**config.mk**
```make
export PLATFORM = sky130hd
export DESIGN_NAME = rcd_cell
export DESIGN_NICKNAME = d
export VERILOG_FILES = /design/src/rcd_pkg.sv /design/src/rcd_cell.sv
export SDC_FILE = /design/constraint.sdc
export NUM_CORES = 1
export LEC_CHECK = 0
export BUFFER_PORTS_ARGS = -buffer_cell sky130_fd_sc_hd__buf_2
export CAP_MARGIN = 20
export CORE_ASPECT_RATIO = 0.6
export CORE_MARGIN = 1
export CORE_UTILIZATION = 46
export CTS_CLUSTER_SIZE = 14
export DETAILED_ROUTE_END_ITERATION = 16
export GPL_ROUTABILITY_DRIVEN = 0
export GPL_TIMING_DRIVEN = 0
export PLACE_DENSITY = 0.83
export SLEW_MARGIN = 10
export SYNTH_ARGS = -nofsm -noshare
export SYNTH_HDL_FRONTEND = slang
export SYNTH_SLANG_ARGS = --single-unit
export TNS_END_PERCENT = 50
```
**constraint.sdc**
```tcl
create_clock -name clk_i -period 2.8 [get_ports clk_i]
set_clock_uncertainty 0.05 [all_clocks]
set_input_delay 0.14 -clock clk_i [delete_from_list [all_inputs] [get_ports clk_i]]
set_output_delay 0.14 -clock clk_i [all_outputs]
set_load 0.02 [all_outputs]
```
**src/rcd_pkg.sv**
```systemverilog
// ----------------------------------------------------------------------------
// rcd_pkg: shared types and constants for the rank compressor
// Beat payloads, status codes and the cell control group.
// ----------------------------------------------------------------------------
`default_nettype none

package rcd_pkg;

  localparam int unsigned DEFAULT_MAX_COUNT = 64;

  localparam logic [1:0] STATUS_OK   = 2'd0;
  localparam logic [1:0] STATUS_DUP  = 2'd1;
  localparam logic [1:0] STATUS_MANY = 2'd2;

  localparam logic [1:0] EQ_SAT = 2'd2;

  typedef struct packed {
    logic signed [31:0] value;
    logic               last;
  } rcd_in_t;

  typedef struct packed {
    logic [5:0] rank;
    logic [1:0] status;
    logic       last_res;
  } rcd_out_t;

  typedef struct packed {
    logic shift;
    logic cmp;
    logic bvalid;
  } rcd_ctl_t;

endpackage

`default_nettype wire

```
**src/rcd_cell.sv**
```systemverilog
// ----------------------------------------------------------------------------
// rcd_cell: one slot of the value ring
// Holds a value with its running rank and equal-hit count; compares the
// entry it takes from its neighbor against the broadcast value.
// ----------------------------------------------------------------------------
`default_nettype none

module rcd_cell #(
  parameter int unsigned RW = 6
) (
  input  wire logic                clk_i,
  input  wire rcd_pkg::rcd_ctl_t   ctl_i,
  input  wire logic signed [31:0]  bval_i,
  input  wire logic signed [31:0]  val_i,
  input  wire logic [RW-1:0]       rank_i,
  input  wire logic [1:0]          eq_i,
  output logic signed [31:0]       val_o,
  output logic [RW-1:0]            rank_o,
  output logic [1:0]               eq_o
);
  import rcd_pkg::*;

  logic signed [31:0] val_q;
  logic [RW-1:0]      rank_q, rank_d;
  logic [1:0]         eq_q, eq_d;

  always_comb begin
    rank_d = rank_i;
    eq_d   = eq_i;
    if (ctl_i.cmp && ctl_i.bvalid) begin
      if (bval_i < val_i) begin
        rank_d = rank_i + 1'b1;
      end
      if (bval_i == val_i && eq_i != EQ_SAT) begin
        eq_d = eq_i + 2'd1;
      end
    end
  end

  always_ff @(posedge clk_i) begin
    if (ctl_i.shift) begin
      val_q  <= val_i;
      rank_q <= rank_d;
      eq_q   <= eq_d;
    end
  end

  assign val_o  = val_q;
  assign rank_o = rank_q;
  assign eq_o   = eq_q;

endmodule

`default_nettype wire

```
==> results of run 1 <==
-- power breakdown --
group / switching [mW] / total (mW) / internal (mW)
combinational: 0.225 / 0.411 / 0.186
clock: 0.200 / 0.551 / 0.351
sequential: 0.0113 / 0.726 / 0.715
-- per-stage QoR --
| stage | setup TNS (ps) | cell area (um2) |
|---|---|---|
| floorplan | 0 | 2360 |
| finish | 0 | 3560 |
| CTS | 0 | 3460 |
| detailed placement | -166 | 3020 |
| global placement | -105 | 3020 |
| global route | -57.4 | 3560 |
-- metal layers --
layer / wire length [um] / part of all wire, %
met5: 0 / 0
met4: 34 / 0.56
met3: 576 / 9.4
met2: 2910 / 48
met1: 2590 / 42
-- kinds of logic (layout without fill, tap and decap cells) --
logic type,count (synthesis),after routing,share of synthesized area (%)
buf+inv,35,191,5.56
xor+xnor,3,3,1.11
flops,40,40,50.8
simple gates,52,52,12.9
mux,4,4,1.80
compound gates,31,31,9.79
fa+ha+maj,34,34,18.0
-- cell usage in the layout (no fill, tap or decap), drive strengths merged, types with 2 or more instances in the layout --
cell type | Yosys | routed
buf | 0 | 118
edfxtp | 40 | 40
inv | 34 | 34
ha | 34 | 34
dlygate4sd3 | 0 | 30
nand2 | 11 | 11
nand3 | 8 | 8
nand4 | 8 | 8
a21oi | 8 | 8
a21o | 6 | 6
clkbuf | 1 | 6
nor2 | 5 | 5
o21ai | 5 | 5
nor3 | 4 | 4
nand2b | 3 | 3
o211ai | 2 | 2
a221oi | 2 | 2
mux2 | 2 | 2
xor2 | 2 | 2
mux2i | 2 | 2
or4 | 2 | 2
bufinv | 0 | 2
and2 | 2 | 2
a21boi | 2 | 2
-- sequential cells by signal (all words and copies together), names as in the netlist --
register and count:
rank_o 6, val_o 32, eq_o 2
-- worst max-delay path by stage --
stage	to	slack [ps]	cells past startpoint
floorplan	rank_o[2]	410	9
global placement	rank_o[2]	-100	10
detailed placement	rank_o[2]	-140	10
CTS	rank_o[2]	20	11
global route	rank_o[1]	-30	12
finish	rank_o[2]	80	11
-- area by class of cell --
cell class	instances	area (um2)	share of cell area, %
plain buffers	1	3.75	0.105
clock buffers	5	68.8	1.93
clock inverters	2	60.1	1.69
inverters	34	128	3.59
multi-input cells	124	1100	31.0
flip-flops and latches	40	1200	33.7
well taps	63	78.8	2.21
repair buffers	149	917	25.8
-- timing repair --
action	4_1_cts	5_1_grt
hold endpoints to repair	31	0
hold buffers	31	0
buffers inserted	0	4
resized for setup	0	15
endpoints found under the setup margin	0	5
==> results.md, run 1 <==
- The layout cell share with drive strength beyond 1 is 39.7%.
- Setup violations remaining at the end of the flow were counted as 0.
- The post-layout net count is 465.
- The number of buffers and inverters on the critical path is 3.
- The detailed router finished its first iteration with 51 violations.
- Clock tree synthesis selected as its root buffer the cell clkbuf_8.
- Static timing analysis puts the maximum clock frequency at 368 MHz.
- The run finished with clean final reports.
- In the synthesized netlist, the cells that appear most often are edfxtp_1 (40), ha_1 (34), inv_1 (34).
- The average instance in the mapped netlist occupies 11.9 um2.
- 0 antenna diodes ended up in the layout.
- The most used flip-flop cell after synthesis is edfxtp_1.
- Setup repair after global routing could not meet its margin everywhere.
- The most used standard cell by instance count after synthesis is edfxtp_1.
- The residual DRC count is 0.
- The core region is 4750 um2.
- The average wire per standard cell is 14.6 um.
- After detailed routing, the number of vias per cell comes to 5.09.
- The number of top-level design ports is 116.
- The critical path goes through dlygate4sd3_1 > buf_2 > inv_1 > ha_1 > nand4_1 > nor3_1 > a21boi_2 > o41a_4 > nor2_8 > mux2i_1 > or4_1.
- The data arrival time of the critical path is 2690 ps.
- The required arrival time at the worst endpoint is 2770 ps.
- The worst setup path is launched from a primary input.
- Power comes to 1.69 mW.
- The leakage power figure is 1.75 nW.
- In the post-synthesis netlist, the biggest area contributors are edfxtp_1 (51%), ha_1 (18%), inv_1 (5.4%), nand4_1 (2.1%), a21o_1 (1.9%).
- Final hold analysis gives a worst-case slack of 15.3 ps.
- The number of rows created at floorplan is 19.
- The post-synthesis sequential area ratio is 50.8%.
- In this run the cell area of the synthesized design comes to 2360 um2.
- After detailed placement, the design holds a cell count of 377.
- The slowest stage of the critical path belongs to the cell o41a_4.
- The fraction of the cycle the final worst path needs is 97.1%.
- For this run, global-route usage on met2 was measured as 38.1%.
- For this run, the number of standard cells in the final layout without fillers is 418.
- After clock tree synthesis, the clock-pin slew on the worst setup and hold paths is 80 ps.
- The beginning of the worst hold path is val_i[16].
- The synthesized design contains 40 register bits.
- The net count after synthesis is 309.
- The horizontal extent of the die is 94.5 um.
- The die outline area is 5440 um2.
- The maximum count of clock buffers along a single path is 2.
- The via count is 2,126.
- The level count of the clock H-tree is 2.
- The die is 57.5 um tall.
- For this design, the sink count on the clock tree is 40.
- Yosys mapped a number of flops with a built-in enable equal to 40.
- Entering global routing, the biggest net connects 41 pins.
- The worst setup margin is 80.7 ps.
- The class of the tightest hold or removal check is primary input to register.
- Global routing consumed, on the met1 layer, 26.9% of the routing resources.
- The met3 usage in global routing is 7.47%.
- The share of the synthesized area in the top cell type is 50.8%.
- The count of max-cap constraint violations is 0.
- Global routing used 21.8% of the available tracks.
- The path with the worst hold slack has its endpoint at val_o[16].
- For this configuration, the core starts out at a cell density of 49.7%.
- The start point of the critical path is val_i[6].
- The transition at the pin with the smallest max-transition slack is 909 ps.
- The count of final max-slew check failures was 0.
- The netlist uses 42 different library cells.
- The detailed-router iteration count before antenna repair is 4.
- Relative to the synthesized area, the layout overhead comes to 50.6%.
- The critical path is of the primary input to register type.
- Before CTS, the worst setup slack after placement is -139 ps.
- The final hold violation count is 0.
- The global route total overflow is 0.
- The layer flagged by global routing as most heavily used is met2.
- The type of destination of the critical path is a register.
- The final core utilization is 74.9%.
- For this design the ratio of total power to cell area is 474 nW/um2.
- After technology mapping, the gate count stands at 199.
- The initial antenna violation count is 0.
- The first global-routing pass estimated 8.91 mm of wire.
- Wires add up to 6.11 mm.
- Buffers placed on the I/O ports in this run total 115.
- The worst pin sits at a relative slew slack of 39.4%.
- The count of fill cells added during filler insertion is 338.
- The worst voltage drop across the vdd grid is 0.315 mV.
- In this run the worst path has a maximum fanout of 6.
- The cell taking the most area after synthesis is edfxtp_1.
- The cell type group with the largest total delay on the critical path is simple AND/OR/NAND/NOR gates.
- The via count of the first global-routing pass came to 2,009.
- The async set or reset register ratio after synthesis is 0%.
- The post-route antenna net violation count is 0.
- Detailed placement finished with a half-perimeter wire length of 4.26 mm.
- Along the worst hold path, the cell count comes to 1.
- Counting the buffers created by CTS gives 5.
- On the worst path, the slowest cell contributes a delay of 540 ps.
- For this run, the number of Yosys warnings is 0.
- The TritonCTS clock tree is yes.
- The time the worst path needs with I/O delays and setup is 2720 ps.
Note: power is estimated with default switching activity, not from simulation.
==> inputs of run 2 (changes only) <==
- BUFFER_PORTS_ARGS: -buffer_cell sky130_fd_sc_hd__buf_2 -> -buffer_cell sky130_fd_sc_hd__buf_4
- CORE_UTILIZATION: 46 -> 42
- PLACE_DENSITY: 0.83 -> 0.8
- clock period: 2.8 -> 2.45 ns (I/O delays scaled with it)
==> run 2 against run 1 <==
Effect of this change: count of clock-buffer cells in the layout is the same; flip-flop and latch count is the same; final cell count grew 0.72%; sequential power grew 15%; first-iteration DRC count grew 9.8%; critical path depth shrank 2; global-route usage grew 0.41 points; critical endpoint unchanged; largest power group unchanged.
==> results.md, run 2 (synthesis results as in run 1) <==
- The global route total overflow is 0 (unchanged).
- The total negative setup slack came to 0 ps (unchanged).
- The layout-stage area growth over the synthesis result is 58.1% (was 50.6%).
- Highest-count cells in the layout ignoring fill and taps: buf_4 (116), edfxtp_1 (40), inv_1 (34), ha_1 (34), dlygate4sd3_1 (32) (was buf_2 (114), edfxtp_1 (40), inv_1 (34)).
- The final hold violation count is 0 (unchanged).
- The class of the tightest hold or removal check was primary input to register (unchanged).
- The overall global routing resource usage is 22.2% (was 21.8%).
- The post-layout net count came to 464 (was 465).
- The wire length of the first global-routing pass came to 10.0 mm (was 8.91 mm).
- The via count of the first global-routing pass is 2,169 (was 2,009).
- The die outline area is 5940 um2 (was 5440 um2).
- The detailed-router iteration count before antenna repair is 4 (unchanged).
- The design internal power came to 1.27 mW (was 1.25 mW).
- The average wire per standard cell is 14.8 um (was 14.6 um).
- The worst setup margin came to 128 ps (was 80.7 ps).
- The fraction of power consumed by the clock network is 25.1% (was 32.6%).
- The count of fill cells added during filler insertion is 384 (was 338).
- The time the worst path needs with I/O delays and setup is 2320 ps.
- The power density over the cells is 476 nW/um2 (was 474 nW/um2).
- The initial antenna violation count is 0 (unchanged).
- The worst-path cell with the longest stage delay is o41a_4 (unchanged).
- The total area of sequential cells is 1200 um2 (unchanged).
- The TritonCTS clock tree is yes (unchanged).
- Result of the run: finished, final reports clean (unchanged).
- The required arrival time at the worst endpoint is 2440 ps (was 2770 ps).
- The residual DRC count is 0 (unchanged).
- The largest net degree at the start of global routing is 41 (unchanged).
- The share of total power in combinational logic was 28.0% (was 24.3%).
- The number of buffers and inverters on the critical path is 1 (was 3).
- Critical path, cell by cell: buf_4 > ha_1 > a21oi_1 > nand2_1 > a21o_1 > o41a_4 > nor2_8 > mux2i_1 > or4_1 (was dlygate4sd3_1 > buf_2 > inv_1 > ha_1 > nand4_1 > nor3_1 > a21boi_2 > o41a_4 > nor2_8 > mux2i_1 > or4_1).
- The leakage power figure is 1.81 nW (was 1.75 nW).
- The area of combinational cells with multiple inputs is 1040 um2 (was 1100 um2).
- The final setup violation count is 0 (unchanged).
- The number of vias per cell is 5.00 (was 5.09).
- The vertical extent of the die is 60.1 um (was 57.5 um).
- The startpoint-to-endpoint class of the critical path is primary input to register (unchanged).
- Of the available clock period, the critical path in the final layout requires 94.8%.
- The number of rows created at floorplan was 20 (was 19).
- The sum of met3 wire segment lengths after detailed routing is 433 um (was 576 um).
- The cell type group with the largest total delay on the critical path was compound AO/OA/AOI/OAI gates (was simple AND/OR/NAND/NOR gates).
- The count of max-cap constraint violations is 0 (unchanged).
- The met2 wire length is 3.03 mm (was 2.91 mm).
- The final hold slack was 76.7 ps (was 15.3 ps).
- The total detailed-routing wirelength is 6.25 mm (was 6.11 mm).
- The placed wire-length estimate is 4.47 mm (was 4.26 mm).
- The worst slew margin relative to its limit is 64.2% (was 39.4%).
- The met1 wire length was 2.77 mm (was 2.59 mm).
- The TritonCTS sink count is 40 (unchanged).
- The uppermost metal layer occupied by signal nets was met4 (unchanged).
- The number of top-level design ports came to 116 (unchanged).
- The critical-path maximum fanout was 8 (was 6).
- The worst setup slack before clock tree synthesis is -437 ps (was -139 ps).
- The switching share of power was 28.6% (was 25.8%).
- The maximum count of clock buffers along a single path is 2 (unchanged).
- The kind of start point of the critical path is a primary input (unchanged).
- The switching power is 0.509 mW (was 0.436 mW).
- The count of port buffers added during placement was 115 (unchanged).
- The iteration-0 DRC count of the detailed router is 56 (was 51).
- The maximum single-stage delay on the critical path came to 510 ps (was 540 ps).
- The sequential share of power came to 46.8% (was 43.0%).
- The cell chosen for the clock root is clkbuf_8 (unchanged).
- The level count of the clock H-tree is 2 (unchanged).
- The clock-pin transition on the worst setup and hold timing paths is 80 ps (about the same).
- The post-route antenna net violation count is 0 (unchanged).
- Timing would allow up to 431 MHz.
- The most common cell after layout, fill and taps aside is buf_4 (was buf_2).
- The horizontal extent of the die is 98.8 um (was 94.5 um).
- The worst voltage drop across the vdd grid is 0.286 mV (was 0.315 mV).
- The number of buffers added by the clock tree synthesis step is 5 (unchanged).
- RSZ-0062 raised after global routing: false (was true).
- The layout cell share with drive strength beyond 1 came to 36.9% (was 39.7%).
- The transition at the pin with the smallest max-transition slack is 537 ps (was 909 ps).
- The count of final max-slew check failures is 0 (unchanged).
- The type of destination of the critical path is a register (unchanged).
- The data arrival time of the critical path is 2310 ps (was 2690 ps).
- The standard cell core area came to 5230 um2 (was 4750 um2).
- The via count is 2,103 (was 2,126).
- The number of antenna diodes came to 0 (unchanged).
- The flip-flop count of the largest register, all copies and words added is 32 (unchanged).
- The starting density of the core is 45.2% (was 49.7%).
## run 2: timing repair
item,in CTS,in global routing
pin swaps,0,2
endpoints found under the hold margin,32,0
resized for setup,1,2
hold buffers,32,0
buffers inserted,0,1
setup endpoints to repair,3,3
## run 2: power groups by stage
stage / Sequential, mW / Clock (mW) / Combinational (mW)
after global routing: 0.838 / 0.484 / 0.541
after detailed placement: 0.848 / 0 / 0.453
final: 0.833 / 0.447 / 0.498
after CTS: 0.833 / 0.453 / 0.493
after floorplan: 0.922 / 0 / 0.141
after global placement: 0.846 / 0 / 0.441
## run 2: per-layer routing
metal  track usage (%)  vias to the layer above
li1                  -                     1047
met3              5.85                        2
met5                 0                        -
met2              42.1                       77
met1              26.3                      977
met4              3.41                        0
## run 2: area by class of cell
class / count / area share [%]
buffer: 1 / 0.100
tap: 66 / 2.21
inverter: 34 / 3.42
sequential: 40 / 32.2
multi-input combinational: 124 / 27.9
timing repair buffer: 148 / 31.9
clock inverter: 3 / 0.502
clock buffer: 5 / 1.84
## run 2: per-stage QoR
step	std cells	total power [mW]	instance area [um2]	utilization, %
after global routing	421	1.86	3740	71.4
after detailed placement	380	1.30	3310	63.3
final	421	1.78	3740	71.4
after global placement	380	1.29	3310	63.3
after CTS	420	1.78	3720	71.2
after floorplan	199	1.06	2360	-
## run 2: path summary, 6_finish.rpt
check	startpoint	to	slack (ps)	cells past startpoint
setup / recovery	bval_i[14]	rank_o[2]	130	9
hold / removal	rank_i[5]	rank_o[5]	80	2
